## config.mk

```make
export PLATFORM = sky130hd
export DESIGN_NAME = stepper_position_controller_unit
export DESIGN_NICKNAME = d
export VERILOG_FILES = /design/src/sv/spc_pkg.sv /design/src/sv/stepper_position_controller_unit.sv
export SDC_FILE = /design/constraint.sdc
export NUM_CORES = 2
export LEC_CHECK = 0
export BUFFER_PORTS_ARGS = -buffer_cell sky130_fd_sc_hd__buf_2
export CORE_ASPECT_RATIO = 1.2
export CORE_MARGIN = 1.5
export CORE_UTILIZATION = 70
export CTS_CLUSTER_DIAMETER = 40
export DETAILED_ROUTE_END_ITERATION = 12
export PLACE_DENSITY_LB_ADDON = 0.3
export SYNTH_ARGS = -nofsm -noshare
export SYNTH_HDL_FRONTEND = slang
export SYNTH_SLANG_ARGS = --single-unit
```

## constraint.sdc

```tcl
create_clock -name clk -period 19.4 [get_ports clk]
set_input_delay 0.97 -clock clk [delete_from_list [all_inputs] [get_ports clk]]
set_output_delay 0.97 -clock clk [all_outputs]
set_load 0.1 [all_outputs]
```

## src/sv/spc_pkg.sv

```systemverilog
`default_nettype none
// ----------------------------------------------------------------------------
// Stepper position controller package
// Command codes, register indexes, reset values and widths.
// ----------------------------------------------------------------------------
package spc_pkg;

    localparam int unsigned DATA_W = 32;
    localparam int unsigned SHORT_W = 16;
    localparam int unsigned INDEX_W = 3;

    typedef enum logic [1:0] {
        CMD_STEP     = 2'd0,
        CMD_UPDATE   = 2'd1,
        CMD_SETPOINT = 2'd2
    } cmd_t;

    typedef enum logic [INDEX_W-1:0] {
        REG_DEADBAND      = 3'd0,
        REG_SOFT_LIMIT_ON = 3'd1,
        REG_ENC_CORR_ON   = 3'd2,
        REG_INVERT_DIR    = 3'd3,
        REG_STEPS_PER_RAD = 3'd4,
        REG_LOW_LIMIT     = 3'd5,
        REG_HIGH_LIMIT    = 3'd6,
        REG_STALE_TIMEOUT = 3'd7
    } reg_index_t;

    localparam logic [DATA_W-1:0]  STEPS_PER_RAD_RESET = 32'd2086000;
    localparam logic [DATA_W-1:0]  LOW_LIMIT_RESET     = 32'h8000_0000;
    localparam logic [DATA_W-1:0]  HIGH_LIMIT_RESET    = 32'h7FFF_FFFF;
    localparam logic [SHORT_W-1:0] STALE_TIMEOUT_RESET = 16'd1000;

    typedef struct packed {
        logic [1:0]        cmd;
        logic [DATA_W-1:0] angle_mag;
        logic              angle_neg;
        logic [DATA_W-1:0] age_ms;
        logic              fault_line;
        logic [DATA_W-1:0] new_setpoint;
    } in_stage_t;

    typedef struct packed {
        logic [1:0]        cmd;
        logic [DATA_W-1:0] steps_mag;
        logic              angle_neg;
        logic              stale;
        logic              fault_line;
        logic [DATA_W-1:0] new_setpoint;
    } mul_stage_t;

endpackage : spc_pkg
`default_nettype wire

```

## src/sv/stepper_position_controller_unit.sv

```systemverilog
`default_nettype none
// ----------------------------------------------------------------------------
// Stepper position controller
// Pipeline: an accepted request is loaded into the input register at the
// accepting edge, then moves to the gain multiplier register, then to the
// result register, from which its result is reported.
// Throughput: one request per cycle unless in_stall holds the input; the 32x32 gain
// multiply has a stage of its own, and the state update happens in the result stage.
// Reset: asynchronous, active low; state clears, registers take reset values.
// ----------------------------------------------------------------------------
module stepper_position_controller_unit
    import spc_pkg::*;
(
    input  wire logic                      clk,
    input  wire logic                      rst_n,
    input  wire logic                      wr_en,
    input  wire logic [INDEX_W-1:0]        wr_index,
    input  wire logic [DATA_W-1:0]         wr_data,
    input  wire logic                      in_valid,
    output logic                           in_stall,
    input  wire logic [1:0]                cmd,
    input  wire logic signed [DATA_W-1:0]  encoder_angle,
    input  wire logic [DATA_W-1:0]         encoder_age_ms,
    input  wire logic                      fault_line,
    input  wire logic signed [DATA_W-1:0]  new_setpoint,
    output logic                           out_valid,
    input  wire logic                      out_stall,
    output logic signed [DATA_W-1:0]       position_now,
    output logic                           direction_level,
    output logic                           pulsing,
    output logic                           disable_request,
    output logic                           fault_flag,
    output logic                           on_target
);

    logic [SHORT_W-1:0] deadband_reg;
    logic               soft_limit_on_reg;
    logic               enc_corr_on_reg;
    logic               invert_dir_reg;
    logic [DATA_W-1:0]  steps_per_rad_reg;
    logic [DATA_W-1:0]  low_limit_reg;
    logic [DATA_W-1:0]  high_limit_reg;
    logic [SHORT_W-1:0] stale_timeout_reg;

    logic [DATA_W-1:0]  position_reg, position_next;
    logic [DATA_W-1:0]  target_reg, target_next;
    logic               moving_up_reg, moving_up_next;
    logic               running_reg, running_next;
    logic               fault_reg, fault_next;
    logic               dir_pin_reg, dir_pin_next;

    logic               s1_valid_reg;
    in_stage_t          s1_reg;
    logic               s2_valid_reg;
    mul_stage_t         s2_reg;
    logic               out_valid_reg;
    logic               disable_reg, disable_next;
    logic               on_target_reg, on_target_next;

    logic               s3_ok;
    logic               s2_ok;
    logic               s2_move;
    logic               s1_move;
    logic               accept;
    logic [DATA_W-1:0]  angle_bits;
    logic [2*DATA_W-1:0] product;
    logic [DATA_W-1:0]  conv_steps;
    logic               stale_now;
    logic signed [DATA_W:0] err;
    logic signed [DATA_W:0] db_pos;
    logic signed [DATA_W:0] db_neg;
    logic               on_t;

    assign s3_ok    = !out_valid_reg || !out_stall;
    assign s2_move  = s2_valid_reg && s3_ok;
    assign s2_ok    = !s2_valid_reg || s3_ok;
    assign s1_move  = s1_valid_reg && s2_ok;
    assign in_stall = s1_valid_reg && !s2_ok;
    assign accept   = in_valid && !in_stall;

    // configuration registers
    always_ff @(posedge clk or negedge rst_n)
    begin
        if (!rst_n)
        begin
            deadband_reg      <= '0;
            soft_limit_on_reg <= 1'b0;
            enc_corr_on_reg   <= 1'b0;
            invert_dir_reg    <= 1'b0;
            steps_per_rad_reg <= STEPS_PER_RAD_RESET;
            low_limit_reg     <= LOW_LIMIT_RESET;
            high_limit_reg    <= HIGH_LIMIT_RESET;
            stale_timeout_reg <= STALE_TIMEOUT_RESET;
        end
        else if (wr_en)
        begin
            case (reg_index_t'(wr_index))
                REG_DEADBAND:      deadband_reg      <= wr_data[SHORT_W-1:0];
                REG_SOFT_LIMIT_ON: soft_limit_on_reg <= wr_data[0];
                REG_ENC_CORR_ON:   enc_corr_on_reg   <= wr_data[0];
                REG_INVERT_DIR:    invert_dir_reg    <= wr_data[0];
                REG_STEPS_PER_RAD: steps_per_rad_reg <= wr_data;
                REG_LOW_LIMIT:     low_limit_reg     <= wr_data;
                REG_HIGH_LIMIT:    high_limit_reg    <= wr_data;
                REG_STALE_TIMEOUT: stale_timeout_reg <= wr_data[SHORT_W-1:0];
                default:           deadband_reg      <= deadband_reg;
            endcase
        end
    end

    // stage 1: capture request, take angle magnitude
    assign angle_bits = encoder_angle;

    always_ff @(posedge clk or negedge rst_n)
    begin
        if (!rst_n)
        begin
            s1_valid_reg <= 1'b0;
        end
        else if (!in_stall)
        begin
            s1_valid_reg <= in_valid;
        end
    end

    always_ff @(posedge clk)
    begin
        if (accept)
        begin
            s1_reg.cmd          <= cmd;
            s1_reg.angle_mag    <= angle_bits[DATA_W-1] ? (DATA_W'(0) - angle_bits)
                                                        : angle_bits;
            s1_reg.angle_neg    <= angle_bits[DATA_W-1];
            s1_reg.age_ms       <= encoder_age_ms;
            s1_reg.fault_line   <= fault_line;
            s1_reg.new_setpoint <= new_setpoint;
        end
    end

    // stage 2: gain multiply and freshness check
    assign product   = {{DATA_W{1'b0}}, s1_reg.angle_mag}
                     * {{DATA_W{1'b0}}, steps_per_rad_reg};
    assign stale_now = s1_reg.age_ms > {{(DATA_W-SHORT_W){1'b0}}, stale_timeout_reg};

    always_ff @(posedge clk or negedge rst_n)
    begin
        if (!rst_n)
        begin
            s2_valid_reg <= 1'b0;
        end
        else if (s2_ok)
        begin
            s2_valid_reg <= s1_valid_reg;
        end
    end

    always_ff @(posedge clk)
    begin
        if (s1_move)
        begin
            s2_reg.cmd          <= s1_reg.cmd;
            s2_reg.steps_mag    <= product[2*DATA_W-1:DATA_W];
            s2_reg.angle_neg    <= s1_reg.angle_neg;
            s2_reg.stale        <= stale_now;
            s2_reg.fault_line   <= s1_reg.fault_line;
            s2_reg.new_setpoint <= s1_reg.new_setpoint;
        end
    end

    // stage 3: state update and result
    assign conv_steps = s2_reg.angle_neg ? (DATA_W'(0) - s2_reg.steps_mag)
                                         : s2_reg.steps_mag;

    always_comb
    begin
        position_next = position_reg;
        target_next   = target_reg;
        case (cmd_t'(s2_reg.cmd))
            CMD_STEP:
            begin
                position_next = moving_up_reg ? (position_reg + DATA_W'(1))
                                              : (position_reg - DATA_W'(1));
            end
            CMD_UPDATE:
            begin
                if (enc_corr_on_reg && !s2_reg.stale)
                begin
                    position_next = conv_steps;
                end
            end
            CMD_SETPOINT:
            begin
                target_next = s2_reg.new_setpoint;
            end
            default:
            begin
                position_next = position_reg;
            end
        endcase
    end

    assign err    = $signed({position_next[DATA_W-1], position_next})
                  - $signed({target_next[DATA_W-1], target_next});
    assign db_pos = $signed({{(DATA_W+1-SHORT_W){1'b0}}, deadband_reg});
    assign db_neg = -db_pos;
    assign on_t   = (err <= db_pos) && (err >= db_neg);

    always_comb
    begin
        moving_up_next = moving_up_reg;
        running_next   = running_reg;
        fault_next     = fault_reg;
        dir_pin_next   = dir_pin_reg;
        disable_next   = 1'b0;
        case (cmd_t'(s2_reg.cmd))
            CMD_STEP:
            begin
                if (on_t)
                begin
                    running_next = 1'b0;
                end
            end
            CMD_UPDATE:
            begin
                if (enc_corr_on_reg && s2_reg.stale)
                begin
                    fault_next   = 1'b1;
                    disable_next = 1'b1;
                end
                else
                begin
                    fault_next = s2_reg.fault_line;
                    if (!on_t)
                    begin
                        moving_up_next = err[DATA_W];
                        dir_pin_next   = invert_dir_reg ^ !err[DATA_W];
                        running_next   = 1'b1;
                        if (soft_limit_on_reg)
                        begin
                            if ($signed(position_next) > $signed(high_limit_reg)
                                && !err[DATA_W])
                            begin
                                running_next = 1'b0;
                            end
                            if ($signed(position_next) < $signed(low_limit_reg)
                                && err[DATA_W])
                            begin
                                running_next = 1'b0;
                            end
                        end
                    end
                end
            end
            default:
            begin
                running_next = running_reg;
            end
        endcase
    end

    assign on_target_next = on_t;

    always_ff @(posedge clk or negedge rst_n)
    begin
        if (!rst_n)
        begin
            position_reg  <= '0;
            target_reg    <= '0;
            moving_up_reg <= 1'b0;
            running_reg   <= 1'b0;
            fault_reg     <= 1'b0;
            dir_pin_reg   <= 1'b0;
            out_valid_reg <= 1'b0;
        end
        else
        begin
            out_valid_reg <= s2_move || (out_valid_reg && out_stall);
            if (s2_move)
            begin
                position_reg  <= position_next;
                target_reg    <= target_next;
                moving_up_reg <= moving_up_next;
                running_reg   <= running_next;
                fault_reg     <= fault_next;
                dir_pin_reg   <= dir_pin_next;
            end
        end
    end

    always_ff @(posedge clk)
    begin
        if (s2_move)
        begin
            disable_reg   <= disable_next;
            on_target_reg <= on_target_next;
        end
    end

    assign out_valid       = out_valid_reg;
    assign position_now    = position_reg;
    assign direction_level = dir_pin_reg;
    assign pulsing         = running_reg;
    assign disable_request = disable_reg;
    assign fault_flag      = fault_reg;
    assign on_target       = on_target_reg;

    assert property (@(posedge clk) disable iff (!rst_n)
        out_valid && disable_request |-> fault_flag)
        else $error("disable request without fault");

    assert property (@(posedge clk) disable iff (!rst_n)
        s2_move && (s2_reg.cmd == CMD_STEP) && on_t |=> !running_reg)
        else $error("pulsing continues on target after step");

    assert property (@(posedge clk) disable iff (!rst_n)
        in_stall |-> s1_valid_reg && s2_valid_reg && out_valid_reg)
        else $error("input stalled with a free stage");

    assert property (@(posedge clk) disable iff (!rst_n)
        !s2_move |=> $stable(position_reg) && $stable(target_reg))
        else $error("state changed without a request");

endmodule : stepper_position_controller_unit
`default_nettype wire

```

==> impl_summary.md <==
Setup path
STA classifies the critical path endpoint as a flop. The kind of launch point of the worst setup path is a flop. At the worst endpoint, the arrival time is 9.78 ns. Among the stages of the critical path, the cell type that occurs most often is fa_1.

Among all stages on the critical path, the largest delay is contributed by dfstp_2. For this run, the slowest stage of the critical path takes 1.29 ns. The largest fanout on the critical path is 33. STA puts the critical path data required time at 19.81 ns. The critical path in this run is classified as flop to flop.

Synthesis
Among all flip-flop cells after synthesis, the most frequent one is edfxtp_1. The area of the mapped netlist is 53770 um2. Among all cell types in the netlist, the one instantiated most often is inv_1. After synthesis, flip-flops and latches occupy 19.07% of the total area.

The number of nets handed over by synthesis was 7116. By area the synthesized netlist is led by fa_1 33%, ha_1 10%, edfxtp_1 9.5%, inv_1 7.7%, dfrtp_1 7.1%. For this run, the number of Yosys warnings is 0. The number of different library cells used by synthesis comes to 109.

The number of flops mapped to enable cells by yosys is 171. The biggest area contributor in the post-synthesis netlist is fa_1. Synthesis produced 5630 cells.

In this run, synthesis produced a sequential element count of 373. For this run, asynchronously set or reset flops after synthesis account for 54.16%. The post-synthesis average cell area is 9.551 um2. The area share of the largest cell type after synthesis is 33.39%. Sorting the synthesized cells by how often they occur yields 1110 x inv_1, 971 x nand2_1, 897 x fa_1.

Global route
The total grt overflow is 0. The first-pass GRT wire length is 242100 um. The number of global-route vias before repair is 44760. Across every metal layer, demand over resource in global routing totals 40.38%. The initial antenna violation count was 5. Entering global routing, the biggest net connects 82 pins.

STA
The maximum operating frequency is 0.1067 GHz. Adding up every negative setup slack in the final design gives 0 ns. Setup repair after global routing left no endpoint under its margin. In this run the tightest slew margin relative to its limit is 20.77%.

Subtracting the final worst setup slack from the clock period gives 9.369 ns. The final count of pins violating max slew came to 0. The final critical path takes up 48.29% of the cycle.

For the pin with the worst max-slew slack, the measured transition is 1.185 ns. The worst-case clock skew is 0.04329 ns. Setup violations remaining at the end of the flow were counted as 0.

The final hold violation count is 0.

Routing
Wires add up to 153600 um. The post-detailed-route count of antenna-violating nets is 0. The pre-antenna-repair detailed-routing pass consisted of 6 iterations.

In the routed design, unresolved DRC markers number 0. The detailed-route wire length per cell is 22.71 um. Detailed routing inserted a total of 41730 vias. The average via count per standard cell is 6.168.

For this block, the initial DRC count from the detailed router was 3410.

Clock network
The post-cts resize count is 0. The H-tree was split into 2 levels. The clock-pin slew on the worst setup and hold paths is 0.06 ns. The post-CTS setup repair buffer count is 0. In this run the clock root is driven by a clkbuf_16. The clock sink count is 373.

The clock passes through at most 3 buffers. The TritonCTS clock tree is yes. At the later pin of the worst-skew pair, clock insertion delay measures 0.67 ns. The number of hold buffers added after CTS was 0. The CTS buffer count is 59.

Floorplan
The die covers 78500 um2. After floorplanning, the core was sized to cover 76250 um2. In this run the count of I/O pins placed on the die edge is 178. The die boundary width is 256.0 um.

The die height is 306.6 um. The floorplan has 111 rows. The initial standard-cell utilization of the core is 70.52%.

Flow run
The max capacitance violation total is 0.

Layout
The register with the most flip-flops in the layout has 100 of them. Of the cells placed in the final design, the portion with a size suffix greater than 1 is 10.42%. The final layout contains 7181 nets. The number of inserted filler cells in the final layout is 5177. The area growth from synthesis to final layout is 7.213%.

Status
The run finished with clean final reports.

Place
The port buffer count is 177. Detailed placement ended at an HPWL of 113000 um. The final weighted congestion in routability-driven placement is 0.9913.

Worst hold path
The class of the tightest hold or removal check is input pin to async pin.
## kinds of logic (layout without fill, tap and decap cells)
kind of cell / count (synthesis) / after routing / share of synthesized area (%)
AO/OA/AOI/OAI: 626 / 626 / 7.760
AND/OR/NAND/NOR: 1599 / 1599 / 13.78
XOR/XNOR: 153 / 153 / 2.518
flip-flops: 373 / 373 / 19.07
adder cells (fa/ha/maj): 1348 / 1348 / 43.88
other: 0 / 3 / 0
buffers and inverters: 1362 / 1478 / 9.535
multiplexers: 169 / 169 / 3.460
## placed cells by master, fill, tap and decap left out, types with 37 or more instances in the layout
cell type / count
o21ai_0: 147
dfrtp_1: 150
edfxtp_1: 171
nand4_1: 47
xnor2_1: 107
fa_1: 897
inv_1: 1110
buf_4: 76
dfstp_2: 50
nand2_1: 970
buf_2: 176
a21o_1: 79
clkbuf_16: 60
ha_1: 450
and2_1: 237
nor2_1: 113
xor2_1: 45
nand3_1: 37
a21oi_1: 152
mux2_2: 133
## critical path: cells and delay by family, from the launching register on
family / cells / cell delay (ns)
AOI/OAI and AO/OA: 6 / 1.92
xor gates and xnor gates: 1 / 0.13
adders and majority gates: 9 / 4.34
buffers and inverters: 7 / 0.37
DFF: 1 / 1.29
and+or+nand+nor: 5 / 1.02
## area by class of cell
| cell class | instances | area, um2 | share of cell area, % |
|---|---|---|---|
| multi-input cells | 3895 | 38420 | 66.64 |
| diodes | 3 | 7.507 | 0.01302 |
| repair buffers | 253 | 1465 | 2.541 |
| clock buffers | 68 | 1541 | 2.674 |
| well taps | 1017 | 1272 | 2.207 |
| flip-flops and latches | 373 | 10250 | 17.79 |
| inverters | 1113 | 4178 | 7.247 |
| clock inverters | 44 | 514.2 | 0.8920 |
## metal layers
metal | track usage [%] | up-vias | wire length [um]
li1 | - | 17820 | -
met1 | 48.51 | 20660 | 53460
met2 | 65.56 | 2472 | 72040
met3 | 8.597 | 777 | 15310
met4 | 28.07 | 4 | 12750
met5 | 0 | - | 80
## path summary, 6_finish.rpt
path / startpoint / depth (start not counted) / slack (ns) / end
hold reg to reg: s1_reg[9] / 0 / 0.41 / s2_reg[9]
min in group clk: s1_reg[9] / 0 / 0.41 / s2_reg[9]
setup reg to reg: steps_per_rad_reg[18] / 28 / 10.03 / s2_reg[64]
hold / removal: rst_n / 1 / 0.29 / position_now[19]
max in group asynchronous: rst_n / 2 / 17.53 / target_reg[25]
setup / recovery: steps_per_rad_reg[18] / 28 / 10.03 / s2_reg[64]
## through the flow
step	instance area [um2]	utilization [%]	hold WS (ns)	worst slack [ns]	std cells
after floorplan	53770	-	0.4003	11.69	5630
after global routing	57640	75.60	0.3308	9.665	6763
after global placement	55590	72.91	0.4018	10.49	6651
after detailed placement	55590	72.91	0.4045	10.31	6651
final	57650	75.61	0.2907	10.03	6766
after CTS	57640	75.60	0.3057	10.23	6763
Power is left out: the tool's default activity adds up to more than one toggle a clock period on the data nets, which glitch-free logic cannot reach.
